<file path="config.mk">
export PLATFORM = sky130hd
export DESIGN_NAME = ogru_ctrl
export DESIGN_NICKNAME = d
export VERILOG_FILES = /design/src/rtl/core/ogru_pkg.sv /design/src/rtl/core/ogru_ctrl.sv
export SDC_FILE = /design/constraint.sdc
export NUM_CORES = 1
export LEC_CHECK = 0
export BUFFER_PORTS_ARGS = -buffer_cell sky130_fd_sc_hd__buf_4
export CORE_AREA = 5 5 42 44
export CTS_BUF_LIST = sky130_fd_sc_hd__clkbuf_8
export CTS_CLUSTER_SIZE = 16
export DETAILED_ROUTE_END_ITERATION = 12
export DIE_AREA = 0 0 47 49
export GPL_TIMING_DRIVEN = 0
export PLACE_DENSITY = 0.61
export SYNTH_ARGS = -nofsm -noshare
export SYNTH_HDL_FRONTEND = slang
export SYNTH_SLANG_ARGS = --single-unit
</file>
<file path="constraint.sdc">
create_clock -name clk -period 1.9 [get_ports clk]
set_input_delay 0.38 -clock clk [delete_from_list [all_inputs] [get_ports clk]]
set_output_delay 0.38 -clock clk [all_outputs]
set_load 0.02 [all_outputs]
</file>
<file path="src/rtl/core/ogru_pkg.sv">
// ----------------------------------------------------------------------------
// ogru_pkg
// Shared types, constants and codes of the occupancy grid ray update unit.
// ----------------------------------------------------------------------------
package ogru_pkg;

  // grid geometry
  localparam int GRID_SIDE = 256;
  localparam int CW        = $clog2(GRID_SIDE);
  localparam int CELLS     = GRID_SIDE * GRID_SIDE;
  localparam int AW        = $clog2(CELLS);
  localparam int WALK_W    = $clog2(GRID_SIDE + 1);
  localparam int ERR_W     = CW + 3;
  localparam int RAM_W     = 10;

  // evidence limits
  localparam logic [6:0] LIMIT_MAX = 7'd124;

  // map state codes
  localparam logic [1:0] MAP_UNKNOWN = 2'd0;
  localparam logic [1:0] MAP_FREE    = 2'd1;
  localparam logic [1:0] MAP_OCC     = 2'd2;

  // register indexes
  localparam logic [2:0] REG_ORG_X   = 3'd0;
  localparam logic [2:0] REG_ORG_Y   = 3'd1;
  localparam logic [2:0] REG_CPM     = 3'd2;
  localparam logic [2:0] REG_FREE_TH = 3'd3;
  localparam logic [2:0] REG_OCC_TH  = 3'd4;
  localparam logic [2:0] REG_LIMIT   = 3'd5;

  typedef enum logic [1:0] {
    OP_BEAM   = 2'd0,
    OP_FINISH = 2'd1,
    OP_READ   = 2'd2,
    OP_NONE   = 2'd3
  } opcode_t;

  typedef enum logic [3:0] {
    ST_CLEAR,
    ST_IDLE,
    ST_CONV,
    ST_CHECK,
    ST_WRD,
    ST_WWR,
    ST_SWEEP,
    ST_SWEEP_END,
    ST_RD,
    ST_RDWAIT,
    ST_DONE
  } state_t;

  typedef struct packed {
    logic [1:0]         opcode;
    logic signed [23:0] robot_x;
    logic signed [23:0] robot_y;
    logic signed [23:0] hit_x;
    logic signed [23:0] hit_y;
    logic [7:0]         cell_row;
    logic [7:0]         cell_col;
  } in_item_t;

  typedef struct packed {
    logic              status;
    logic [1:0]        map_value;
    logic signed [7:0] evidence_value;
    logic [8:0]        cells_walked;
  } out_item_t;

  typedef struct packed {
    logic load;
    logic conv_en;
    logic walk_init;
    logic walk_rd;
    logic walk_wr;
    logic sweep_rd;
    logic clr_wr;
    logic rd_issue;
    logic rd_capture;
    logic set_skip;
  } cmd_t;

  typedef struct packed {
    logic conv_done;
    logic skip;
    logic walk_end;
    logic sw_last;
  } sts_t;

  typedef struct packed {
    logic signed [23:0] org_x;
    logic signed [23:0] org_y;
    logic [15:0]        cpm;
    logic [6:0]         free_th;
    logic signed [7:0]  occ_th;
    logic [6:0]         limit;
  } cfg_t;

endpackage

</file>
<file path="src/rtl/core/ogru_ctrl.sv">
// ----------------------------------------------------------------------------
// ogru_ctrl
// Sequencer of the ray update unit: clear pass, beam walk, sweep and read.
// ----------------------------------------------------------------------------
module ogru_ctrl import ogru_pkg::*; (
  input  logic       clk,
  input  logic       rst_n,
  input  logic       start,
  input  logic [1:0] opcode,
  input  sts_t       sts,
  output cmd_t       cmd,
  output logic       busy,
  output logic       out_valid
);

  state_t st_r, st_nxt;

  // state register
  always_ff @(posedge clk) begin
    if (!rst_n) begin
      st_r <= ST_CLEAR;
    end else begin
      st_r <= st_nxt;
    end
  end

  // next state
  always_comb begin
    st_nxt = st_r;
    case (st_r)
      ST_CLEAR:     if (sts.sw_last) st_nxt = ST_IDLE;
      ST_IDLE: begin
        if (start) begin
          case (opcode_t'(opcode))
            OP_BEAM:   st_nxt = ST_CONV;
            OP_FINISH: st_nxt = ST_SWEEP;
            OP_READ:   st_nxt = ST_RD;
            default:   st_nxt = ST_DONE;
          endcase
        end
      end
      ST_CONV:      if (sts.conv_done) st_nxt = ST_CHECK;
      ST_CHECK:     st_nxt = sts.skip ? ST_DONE : ST_WRD;
      ST_WRD:       st_nxt = ST_WWR;
      ST_WWR:       st_nxt = sts.walk_end ? ST_DONE : ST_WRD;
      ST_SWEEP:     if (sts.sw_last) st_nxt = ST_SWEEP_END;
      ST_SWEEP_END: st_nxt = ST_DONE;
      ST_RD:        st_nxt = ST_RDWAIT;
      ST_RDWAIT:    st_nxt = ST_DONE;
      ST_DONE:      st_nxt = ST_IDLE;
      default:      st_nxt = ST_IDLE;
    endcase
  end

  // outputs
  always_comb begin
    cmd       = '0;
    busy      = 1'b1;
    out_valid = 1'b0;
    case (st_r)
      ST_CLEAR:  cmd.clr_wr = 1'b1;
      ST_IDLE: begin
        busy     = 1'b0;
        cmd.load = start;
      end
      ST_CONV:   cmd.conv_en = 1'b1;
      ST_CHECK: begin
        cmd.set_skip  = sts.skip;
        cmd.walk_init = !sts.skip;
      end
      ST_WRD:    cmd.walk_rd = 1'b1;
      ST_WWR:    cmd.walk_wr = 1'b1;
      ST_SWEEP:  cmd.sweep_rd = 1'b1;
      ST_RD:     cmd.rd_issue = 1'b1;
      ST_RDWAIT: cmd.rd_capture = 1'b1;
      ST_DONE:   out_valid = 1'b1;
      default:   busy = 1'b1;
    endcase
  end

  // a result lasts exactly one cycle
  a_one_strobe: assert property (@(posedge clk) disable iff (!rst_n)
    out_valid |=> !out_valid) else $error("result strobe longer than one cycle");

  // an accepted item keeps the unit busy
  a_accept_busy: assert property (@(posedge clk) disable iff (!rst_n)
    (start && !busy) |=> busy) else $error("accepted item did not raise busy");

  // last walk write is followed by the result
  a_walk_result: assert property (@(posedge clk) disable iff (!rst_n)
    (st_r == ST_WWR && sts.walk_end) |=> out_valid)
    else $error("walk end without result");

endmodule

</file>
# Word level (Yosys, flattened, before mapping)
# Cells that the tools add are included.
[totals] in_bits=9 register_bits=4 wordCells=42
[classes] n_reduce_logical=5 eq_ne=16 n_mux=20
[op_table] cell="$pmux 4 s9" n=1
[op_table] cell="$mux 4" n=6
[op_table] cell="$eq 4x3->1 const B" n=4
[op_table] cell="$eq 4x4->1 const B" n=3
[op_table] cell="$mux 1" n=12
[op_table] cell="$pmux 4 s3" n=1
[op_table] cell="$eq 4x2->1 const B" n=2
[op_table] cell="$ne 2x2->1 const B" n=4
[op_table] cell="$eq 4x1->1 const B" n=1
[op_table] cell="$logic_not 4->1" n=1
[op_table] cell="$reduce_and 4->1" n=1
[op_table] cell="$eq 2x1->1 const B" n=1
[op_table] cell="$eq 2x2->1 const B" n=1
[op_table] cell="$logic_not 2->1" n=1
[op_table] cell="$reduce_or 2->1" n=1
[op_table] cell="$logic_not 1->1" n=1

# Logic depth before layout (Yosys ltp)
# Gate-level depths: netlist (run 1).
[logic_depth] depth_word=4 depth_mapped=6 ltp_nobuf=4

# Worst setup path before layout (run 1)
# Ideal clock, no wire load.
[synth_path] path_type="register to register" from="register st_r[1]" to="register st_r[1]" t_required_ns=1.776 setup_slack_ns=0.187 arrival_ns=1.589 stages_incl_launch_ff=6 n_path_buf=1 cell_sequence="dfxtp_1 -> buf_2 -> nor4_1 -> nor3_1 -> o311ai_1 -> a21oi_1"
[synth_between] elab_chain_len=3 word_cells_on_any_way=17 classes_between="13 x eq/ne; 1 x mux; 3 x reduce/logical"
[synth_lines] element="start: declaration" line="ogru_ctrl.sv:16" text="state_t st_r, st_nxt;"
[synth_lines] element="start signal: assignment" line="ogru_ctrl.sv:23" text="st_r <= st_nxt;"
[synth_lines] element="$eq 4x4->1, or another cell as far along" line="ogru_ctrl.sv:30" text="case (st_r)"
[synth_lines] element="$reduce_or 2->1 (no source line) / $ne 2x2->1 (equally long branches)"
[synth_lines] element="$pmux 4 s9 / $reduce_and 4->1 (equally long branches)"
# Parallel ways exist; a longest one is shown, timed or not.
# A chain may end at the register's enable or synchronous reset.

==> summary.md, run 1 <==
| Metric | Value |
|---|---|
| Diode count | 0 |
| Worst Path Required | roughly 1500 ps |
| P_leak | 0.306 nW |
| Number of global-route vias before repair | between 500 and 600 |
| Starting density of the core | around 34% |
| CP max-delay cell | dfxtp_1 |
| Status | finished clean |
| Final HPWL DP | about 1100 µm |
| Fmax | roughly 550 MHz |
| Biggest register | st_r |
| Max VDD drop | ~0.46 mV |
| All-Layer GR Usage | ~14% |
| Commonest cells after routing, fill and taps aside | 21 x buf_4, 9 x nor3_1, 8 x nor2_1, 6 x inv_1, 5 x nand2b_1 |
| Max reg flops | 4 |
| Setup Buffers After CTS | 0 |
| Crit path DAT | approximately 1400 ps |
| CTS root buf | clkbuf_8 |
| Yosys reg bits | 4 |
| Router iterations before antenna repair | 4 |
| Filler cells | between 150 and 200 |
| Nets | about 110 |
| I/O pin count | 21 |
| Post-Synthesis Cell Area | 473 µm² |
| Leading registers by flop count | st_r: 4 flops |
| Clock Path Buffers | 2 |
| Kind of cell adding the most delay to the critical path | simple AND/OR/NAND/NOR gates |
| Max-slew violations | 0 |
| Register area share after synthesis | between 10% and 20% |
| Fin. Hold Viols | 0 |
| TritonCTS clock tree | yes |
| Clock slew at reported path FFs | about 30 ps |
| Tcrit/Tclk final | a little over nine tenths |
| Antenna Nets Post-Route | 0 |
| Setup TNS | 0 ps |
| Final setup viols | 0 |
| Critical path, cell by cell | nand2b_4 > or3_4 > nor2_2 > buf_4 |
| Via count of the routed design | a little under 600 |
| Largest net degree at the start of global routing | 11 |
| CP bufs+invs | 1 |
| Cell Pwr Density | 609 nW/µm² |
| Chip width | 47 µm |
| Crit end category | output pin |
| Slew margin rel. | about 77% |
| Clock latency on the worst-skew pair | between 200 and 250 ps |
| Drt via density | roughly 5.3 |
| Initial DRC Count | 18 |
| Worst Clk Skew | between 2 and 3 ps |
| RD Place Congestion | between 0.8 and 0.9 |
| Layout cells sized above 1 | 35.1% |
| First-pass GRT wire length | between 2000 and 2500 µm |
| Layout Cells excl Fill | 110 |
| Drt wl/cell | approximately 13 µm |
| RSZ-0062 raised after global routing | no |
| Slowest stage delay, CP | approximately 500 ps |
| Row cnt | 14 |
| Netlist cell types | 30 |
| Final core occ | approximately 49% |
| Cells after synthesis | 71 |
| Die area | between 2000 and 2500 µm² |
| Core area | around 1400 µm² |
| CP max FO | 8 |
| Syn nets | 80 |
| Syn Area/Cell | 6.66 µm² |
| Die Ht | 49 µm |
| Setup crit start kind | flop |
| Max cap viols | 0 |
| Total clock sinks | 4 |
| Most common cell after layout, fill and taps aside | buf_4 |
| Input/output buffers | 20 |
| Area Overhead vs Synth | 46.6% |
| CP Class | reg2out |
| FF/Latch Area | ~80 µm² |
| Worst-margin pin slew | 349 ps |
| Crit path time final | roughly 1800 ps |
| Initial antenna violation count | 0 |
| Total number of yosys warnings | 0 |
| CTS buffer count | 3 |
| Class of the worst hold path | in2reg |
| Multi-input logic area | ~350 µm² |
| Placed cell count | 107 |
| H-tree depth | 1 |
| GRT Residual Overflow | 0 |
| DRT Wirelength | 1400 µm |
| DRC viols | 0 |
-- cells in the mapped netlist --
library cell / number / area (µm²)
a21oi_1: 4 / 20.0
a31oi_1: 1 / 6.26
a32oi_1: 1 / 8.76
and2b_1: 1 / 7.51
buf_1: 1 / 3.75
buf_2: 4 / 20.0
buf_4: 1 / 7.51
dfxtp_1: 4 / 80.1
inv_1: 6 / 22.5
mux2i_1: 1 / 10.0
nand2_1: 4 / 15.0
nand2b_1: 5 / 31.3
nand2b_4: 1 / 13.8
nand3_1: 1 / 5.00
nand3b_1: 2 / 15.0
nand4b_1: 1 / 8.76
nor2_1: 9 / 33.8
nor3_1: 9 / 45.0
nor3b_1: 3 / 22.5
nor4_1: 1 / 6.26
nor4bb_1: 1 / 10.0
o211a_1: 1 / 10.0
o211ai_1: 1 / 7.51
o21a_1: 1 / 7.51
o21ai_0: 2 / 10.0
o21ai_1: 1 / 5.00
o311ai_1: 1 / 8.76
o32ai_1: 1 / 8.76
o41ai_2: 1 / 16.3
or3_1: 1 / 6.26
-- tightest hold or removal path: cells and delay by family --
kind / cells / cell delay (ps)
buffers and inverters: 1 / 90
AO/OA/AOI/OAI: 1 / 50
AND/OR/NAND/NOR: 1 / 90
-- layout make-up --
| class | count | area share, % |
|---|---|---|
| multi-input cells | 55 | 50.0 |
| repair buffers | 20 | 21.7 |
| flip-flops and latches | 4 | 11.6 |
| clock buffers | 3 | 5.96 |
| plain buffers | 6 | 4.69 |
| inverters | 6 | 3.25 |
| well taps | 16 | 2.89 |
-- path summary, 6_finish.rpt --
path / startpoint / to / slack, ps / cells past startpoint
min: rst_n / st_r[2] / 420 / 3
max reg2reg: st_r[0] / st_r[2] / 460 / 5
max: st_r[0] / cmd[9] / 90 / 4
min reg2reg: st_r[3] / st_r[0] / 770 / 3
-- per-stage QoR --
stage          setup slack, ps  hold WS (ps)  instance area (µm²)  power (W)
6_report                  93.6           425                  693   0.000422
5_1_grt                   1.86           436                  693   0.000449
4_1_cts                   78.3           433                  684   0.000418
3_5_place_dp               310           651                  643   0.000239
3_3_place_gp               297           635                  643   0.000239
2_1_floorplan              187           516                  473   0.000188
-- repair_timing --
action	4_1_cts	5_1_grt
hold buffers	0	0
endpoints found under the setup margin	0	3
resized for setup	0	3
-- kinds of logic (layout without fill, tap and decap cells) --
logic type / after synthesis / in the layout / synth area share [%]
compound gates: 15 / 15 / 23.0
buf+inv: 12 / 35 / 11.4
flops: 4 / 4 / 16.9
mux: 1 / 1 / 2.12
simple gates: 39 / 39 / 46.6
-- power breakdown --
group | total (W) | switching [W] | leakage (nW) | internal (W)
Clock | 0.000179 | 0.0000442 | 0.0216 | 0.000135
Combinational | 0.000143 | 0.0000781 | 0.252 | 0.0000654
Sequential | 0.0000991 | 0.00000945 | 0.0325 | 0.0000897
Total | 0.000422 | 0.000132 | 0.306 | 0.000290
-- metal layers --
layer / up-vias / GRT usage (%) / routed length (µm)
met5: - / 0 / 0
met4: 0 / 4.15 / 11
met3: 2 / 4.80 / 71
met2: 16 / 21.5 / 669
met1: 266 / 17.7 / 649
li1: 300 / - / -
Note: power is estimated with default switching activity, not from simulation.
==> inputs of run 2 (changes only) <==
- ABC_AREA: not set -> 1
- PLACE_DENSITY: 0.61 -> 0.57
==> run 2 against run 1 <==
Effect of this change:
- synthesized area fell by 11%
- synthesized cell count rose by 20%
- design area down 8.8%
- global-route usage is 2.9 points lower
- hold slack improved by 12 ps
- first-iteration DRC count decreased by 83%
- critical path depth rose by 2
- critical path type unchanged
- final cell count rose by 13%
- sequential power grew 45%
- register-to-register slack better by 180 ps
- power increased by 87%
- critical endpoint unchanged
- die area unchanged
==> summary.md, run 2 <==
| Metric | Value |
|---|---|
| Status | finished clean (unchanged) |
| Yosys reg bits | 4 (unchanged) |
| Initial DRC Count | 3 (was 18) |
| Antenna Nets Post-Route | 0 (unchanged) |
| R2R Setup Slk | 640 ps (was 460 ps) |
| I/O pin count | 21 (unchanged) |
| Worst reg-to-reg path cell count | 9 (was 5) |
| Setup Buffers After CTS | 0 (unchanged) |
| Setup crit start kind | flop (unchanged) |
| Slowest stage delay, CP | 310 ps (was 500 ps) |
| Worst-margin pin slew | 375 ps (was 349 ps) |
| Leading registers by flop count | st_r: 4 flops (unchanged) |
| GRT Residual Overflow | 0 (unchanged) |
| Die area | 2300 µm² (unchanged) |
| Finished layout cell area | 632 µm² (was 693 µm²) |
| Initial antenna violation count | 0 (unchanged) |
| Row cnt | 14 (unchanged) |
| Setup TNS | 0 ps (unchanged) |
| Tcrit/Tclk final | 88.6% (was 95.1%) |
| Biggest register | st_r (unchanged) |
| Input/output buffers | 20 (unchanged) |
| Largest net degree at the start of global routing | 7 (was 11) |
| Netlist cell types | 12 (was 30) |
| Clock slew at reported path FFs | 30 ps (about the same) |
| Clock latency on the worst-skew pair | 210 ps (was 220 ps) |
| CP bufs+invs | 3 (was 1) |
| Class of the worst hold path | in2reg (unchanged) |
| Critical path, cell by cell | inv_1 > nand2_1 > nor2_1 > inv_1 > nor2_1 > buf_4 (was nand2b_4 > or3_4 > nor2_2 > buf_4) |
| Max VDD drop | 0.583 mV (was 0.458 mV) |
| Fin. Hold Viols | 0 (unchanged) |
| Cells after synthesis | 85 (was 71) |
| Fmax | 594 MHz (was 554 MHz) |
| Diode count | 0 (unchanged) |
| Max-slew violations | 0 (unchanged) |
| P_leak | 0.400 nW (was 0.306 nW) |
| All-Layer GR Usage | 11.0% (was 13.9%) |
| Filler cells | 173 (was 152) |
| CTS buffer count | 3 (unchanged) |
| Drt via density | 4.36 (was 5.31) |
| Core area | 1400 µm² (unchanged) |
| Drt wl/cell | 9.05 µm (was 12.7 µm) |
| Post-synth top flop | dfxtp_1 (unchanged) |
| Area after DPL | 591 µm² (was 643 µm²) |
| Hold Startpoint | rst_n (unchanged) |
| Final setup viols | 0 (unchanged) |
| Chip width | 47 µm (unchanged) |
| Hold Path End | st_r[3] (was st_r[2]) |
| RSZ-0062 raised after global routing | no (unchanged) |
| Min-Delay Path Depth | 3 (unchanged) |
| First-pass GRT wire length | 1950 µm (was 2430 µm) |
| Worst r2r src | st_r[3] (was st_r[0]) |
| R2r endpoint | st_r[2] (unchanged) |
| CP Class | reg2out (unchanged) |
| Post-synth EDFFs | 0 (unchanged) |
| Post-CTS Resized | 0 (unchanged) |
| Die Ht | 49 µm (unchanged) |
| CP max-delay cell | dfxtp_1 (unchanged) |
| Worst Clk Skew | 0.188 ps (was 2.78 ps) |
| Area Overhead vs Synth | 50.3% (was 46.6%) |
| Slew margin rel. | 74.9% (was 76.5%) |
| Crit end category | output pin (unchanged) |
| Number of global-route vias before repair | 501 (was 595) |
| CP max FO | 5 (was 8) |
| DRT Wirelength | 1120 µm (was 1400 µm) |
| RD Place Congestion | 0.810 (was 0.825) |
| Clock Path Buffers | 2 (unchanged) |
| Total clock sinks | 4 (unchanged) |
| Max reg flops | 4 (unchanged) |
| Crit path time final | 1680 ps (was 1810 ps) |
| Max cap viols | 0 (unchanged) |
| Post-Synthesis Cell Area | 420 µm² (was 473 µm²) |
| DRC viols | 0 (unchanged) |
| Crit path DAT | 1300 ps (was 1430 ps) |
| Final HPWL DP | 965 µm (was 1080 µm) |
| Syn Area/Cell | 4.95 µm² (was 6.66 µm²) |
| Area contributors post-synth | nand2_1 23%, dfxtp_1 19%, inv_1 18% (was dfxtp_1 17%, nor3_1 9.5%, nor2_1 7.1%) |
| Via count of the routed design | 541 (was 584) |
| Nets | 119 (was 105) |
| FFs w/ async S/R, synth | 0% (unchanged) |
| Starting density of the core | 30.0% (was 33.8%) |
| Total number of yosys warnings | 0 (unchanged) |
| Cell Pwr Density | 1250 nW/µm² (was 609 nW/µm²) |
| Yosys top cell area share | 23.2% (was 16.9%) |
| Commonest cells after routing, fill and taps aside | 26 x nand2_1, 20 x inv_1, 20 x buf_4, 16 x nor2_1, 5 x nand3_1 (was 21 x buf_4, 9 x nor3_1, 8 x nor2_1, 6 x inv_1, 5 x nand2b_1) |
| Router iterations before antenna repair | 4 (unchanged) |
| Most frequent cell after synthesis | nand2_1 |
| CTS hold repair buffers | 0 (unchanged) |
| Layout cells sized above 1 | 28.7% (was 35.1%) |
| Syn nets | 94 (was 80) |
| Area leader, netlist | nand2_1 (was dfxtp_1) |
| Worst Path Required | 1520 ps (about the same) |
| TritonCTS clock tree | yes (unchanged) |
| CTS root buf | clkbuf_8 (unchanged) |
| H-tree depth | 1 (unchanged) |
| Most common cell after layout, fill and taps aside | nand2_1 (was buf_4) |
| Commonest cells in the netlist | 26 x nand2_1, 20 x inv_1, 16 x nor2_1 (was 9 x nor2_1, 9 x nor3_1, 6 x inv_1) |
| Register area share after synthesis | 19.0% (was 16.9%) |
| Kind of cell adding the most delay to the critical path | simple AND/OR/NAND/NOR gates (unchanged) |
[run 2: changes by cell type in the layout (fill, tap and decap cells not counted), moves of 5 or more]
cell	delta
nand2b_1	-5
inv_1	+14
nand2_1	+22
nor2_1	+8
nor3_1	-9
[run 2: through the flow]
stage | utilization [%] | instances | hold slack (ps) | setup slack, ps | power, W
4_1_cts | 45.1 | 124 | 441 | 218 | 0.000796
6_report | 45.1 | 124 | 437 | 217 | 0.000790
5_1_grt | 45.1 | 124 | 456 | 32.2 | 0.000873
3_5_place_dp | 42.1 | 121 | 570 | 443 | 0.000617
3_3_place_gp | 42.1 | 121 | 574 | 458 | 0.000618
2_1_floorplan | - | 85 | 531 | 417 | 0.000465
[run 2: cell type report]
cell class / count / area, µm² / area share, %
multi-input cells: 60 / 262 / 41.4
repair buffers: 20 / 150 / 23.8
inverters: 21 / 78.8 / 12.5
flip-flops and latches: 4 / 80.1 / 12.7
well taps: 16 / 20.0 / 3.17
clock buffers: 3 / 41.3 / 6.53
[run 2: layer usage]
metal / wire (µm) / part of all wire, % / track usage (%)
met1: 515 / 46 / 14.3
met2: 551 / 49 / 16.5
met3: 54 / 4.8 / 2.58
met4: 0 / 0 / 5.53
met5: 0 / 0 / 0
[run 2: kinds of logic after synthesis]
| family | Yosys count | share of synthesized area (%) |
|---|---|---|
| compound gates | 5 | 6.55 |
| buf+inv | 21 | 18.7 |
| simple gates | 55 | 55.7 |
| flops | 4 | 19.0 |
[run 2: worst max-delay path by stage]
| stage | start | to | slack [ps] | cells after the start |
|---|---|---|---|---|
| 6_report | st_r[3] | cmd[9] | 220 | 6 |
| 5_1_grt | st_r[3] | cmd[9] | 30 | 6 |
| 4_1_cts | st_r[3] | cmd[9] | 220 | 6 |
| 3_5_place_dp | st_r[3] | cmd[9] | 440 | 6 |
| 3_3_place_gp | st_r[3] | cmd[9] | 460 | 6 |
| 2_1_floorplan | st_r[3] | cmd[9] | 420 | 5 |
[run 2: power breakdown]
group          switching, W  leakage, nW  total (W)  internal, W
logic              0.000296        0.346   0.000471     0.000175
registers         0.0000349       0.0326   0.000144     0.000109
clock network     0.0000400       0.0216   0.000175     0.000135
[run 2: worst min-delay path, cell delays in order]
cell and delay (ps):
buf_4 80, inv_1 50, nor2_1 100
==> inputs of run 3 (changes only) <==
- BUFFER_PORTS_ARGS: -buffer_cell sky130_fd_sc_hd__buf_4 -> -buffer_cell sky130_fd_sc_hd__clkbuf_2
==> run 3 against run 2 <==
Effect of this change:
- die area stayed put
- routed wire length is 2.8% higher
- largest power group unchanged
- critical endpoint unchanged
- highest routed layer unchanged
- final cell count stayed put
- critical path type unchanged
==> summary.md, run 3 (synthesis gave the netlist of run 2 again) <==
| Metric | Value |
|---|---|
| Max reg flops | 4 (unchanged) |
| Clock Path Buffers | 2 (unchanged) |
| CTS buffer count | 3 (unchanged) |
| I/O pin count | 21 (unchanged) |
| Die area | 2300 µm² (unchanged) |
| Final setup viols | 0 (unchanged) |
| Most common cell after layout, fill and taps aside | nand2_1 (unchanged) |
| Cell Pwr Density | 1310 nW/µm² (was 1250 nW/µm²) |
| Leading registers by flop count | st_r: 4 flops (unchanged) |
| H-tree depth | 1 (unchanged) |
| Hold_ws | 434 ps (was 437 ps) |
| Fin. Hold Viols | 0 (unchanged) |
| TritonCTS clock tree | yes (unchanged) |
| Post-CTS Resized | 0 (unchanged) |
| Worst-margin pin slew | 353 ps (was 375 ps) |
| Via count of the routed design | 551 (was 541) |
| Antenna Nets Post-Route | 0 (unchanged) |
| CTS hold repair buffers | 0 (unchanged) |
| Slowest stage delay, CP | 290 ps (was 310 ps) |
| Tcrit/Tclk final | 88.4% (was 88.6%) |
| Diode count | 0 (unchanged) |
| Setup crit start kind | flop (unchanged) |
| Max VDD drop | 0.781 mV (was 0.583 mV) |
| CP max-delay cell | dfxtp_1 (unchanged) |
| Commonest cells after routing, fill and taps aside | 26 x nand2_1, 20 x inv_1, 20 x clkbuf_2, 16 x nor2_1, 5 x nand3_1 (was 26 x nand2_1, 20 x inv_1, 20 x buf_4, 16 x nor2_1, 5 x nand3_1) |
| Max-slew violations | 0 (unchanged) |
| Worst r2r src | st_r[3] (unchanged) |
| Initial antenna violation count | 0 (unchanged) |
| Row cnt | 14 (unchanged) |
| RSZ-0062 raised after global routing | no (unchanged) |
| Slew margin rel. | 76.4% (was 74.9%) |
| Layout cells sized above 1 | 28.7% (unchanged) |
| Crit path from | st_r[3] (unchanged) |
| Router iterations before antenna repair | 4 (unchanged) |
| Critical path, cell by cell | inv_1 > nand2_1 > nor2_1 > inv_1 > nor2_1 > clkbuf_2 (was inv_1 > nand2_1 > nor2_1 > inv_1 > nor2_1 > buf_4) |
| Input/output buffers | 20 (unchanged) |
| Setup TNS | 0 ps (unchanged) |
| R2r endpoint | st_r[2] (unchanged) |
| CTS root buf | clkbuf_8 (unchanged) |
| Largest net degree at the start of global routing | 7 (unchanged) |
| Filler cells | 177 (was 173) |
| Class of the worst hold path | in2reg (unchanged) |
| Worst setup path end | cmd[9] (unchanged) |
| Status | finished clean (unchanged) |
| Biggest register | st_r (unchanged) |
| Fmax | 595 MHz (was 594 MHz) |
| Drt via density | 4.44 (was 4.36) |
| Die Ht | 49 µm (unchanged) |
| Chip width | 47 µm (unchanged) |
| P_leak | 0.385 nW (was 0.400 nW) |
| Area Overhead vs Synth | 38.4% (was 50.3%) |
| Max cap viols | 0 (unchanged) |
| Total clock sinks | 4 (unchanged) |
| All-Layer GR Usage | 11.1% (was 11.0%) |
| Setup Buffers After CTS | 0 (unchanged) |
| CP max FO | 5 (unchanged) |
| R2R Setup Slk | 660 ps (was 640 ps) |
| GRT Residual Overflow | 0 (unchanged) |
| DRC viols | 0 (unchanged) |
| Worst reg-to-reg path cell count | 9 (unchanged) |
| Clock slew at reported path FFs | 30 ps (about the same) |
| Crit path DAT | 1300 ps (about the same) |
| Number of global-route vias before repair | 495 (was 501) |
| RD Place Congestion | 0.816 (was 0.810) |
| Drt wl/cell | 9.30 µm (was 9.05 µm) |
| Starting density of the core | 30.0% (unchanged) |
| Crit path time final | 1680 ps (about the same) |
| Nets | 119 (unchanged) |
| Final HPWL DP | 969 µm (was 965 µm) |
| Initial DRC Count | 11 (was 3) |
| Worst Path Required | 1520 ps (about the same) |
| DRT Wirelength | 1150 µm (was 1120 µm) |
| Crit end category | output pin (unchanged) |
| First-pass GRT wire length | 1920 µm (was 1950 µm) |
| Clock latency on the worst-skew pair | 210 ps (about the same) |
| Worst Clk Skew | 1.76 ps (was 0.188 ps) |
| Core area | 1400 µm² (unchanged) |
| CP Class | reg2out (unchanged) |
## run 3: worst max-delay path, delay by kind of cell, from the launching register on
kind | cells | cell delay [ps]
buffers and inverters | 3 | 380
and+or+nand+nor | 3 | 410
DFF | 1 | 290
## run 3: power by group
part	total (W)	switching [W]	internal, W
clock	0.000176	0.0000415	0.000135
combinational	0.000438	0.000297	0.000141
sequential	0.000146	0.0000370	0.000109
## run 3: worst min-delay path by stage
stage,slack (ps),depth (start not counted),endpoint,from
floorplan,530,2,st_r[1],st_r[1]
global placement,580,2,st_r[1],st_r[1]
detailed placement,580,2,st_r[1],st_r[1]
CTS,430,3,st_r[2],rst_n
global route,480,3,st_r[1],rst_n
finish,430,3,st_r[3],rst_n
## run 3: final cells by class
cell class,instances,area (µm²),area share (%)
Multi-Input combinational cell,60,262,44.9
Timing Repair Buffer,20,100,17.2
Sequential cell,4,80.1,13.8
Inverter,21,78.8,13.5
Clock buffer,3,41.3,7.10
Tap cell,16,20.0,3.44
## run 3: stage by stage
step           instance area (µm²)  setup slack [ps]  power (W)  utilization, %  std cells
6_report                       582               220   0.000761            41.5        124
2_1_floorplan                  420               417   0.000465               -         85
4_1_cts                        582               197   0.000770            41.5        124
3_3_place_gp                   541               428   0.000583            38.6        121
3_5_place_dp                   541               427   0.000586            38.6        121
5_1_grt                        582              69.0   0.000836            41.5        124
## run 3: metal layers
layer | GRT usage, % | up-vias | wire length, µm
met5 | 0 | - | 0
met4 | 1.38 | 0 | 0
met3 | 4.43 | 0 | 75
met2 | 19.0 | 15 | 592
met1 | 12.9 | 240 | 485
li1 | - | 296 | -
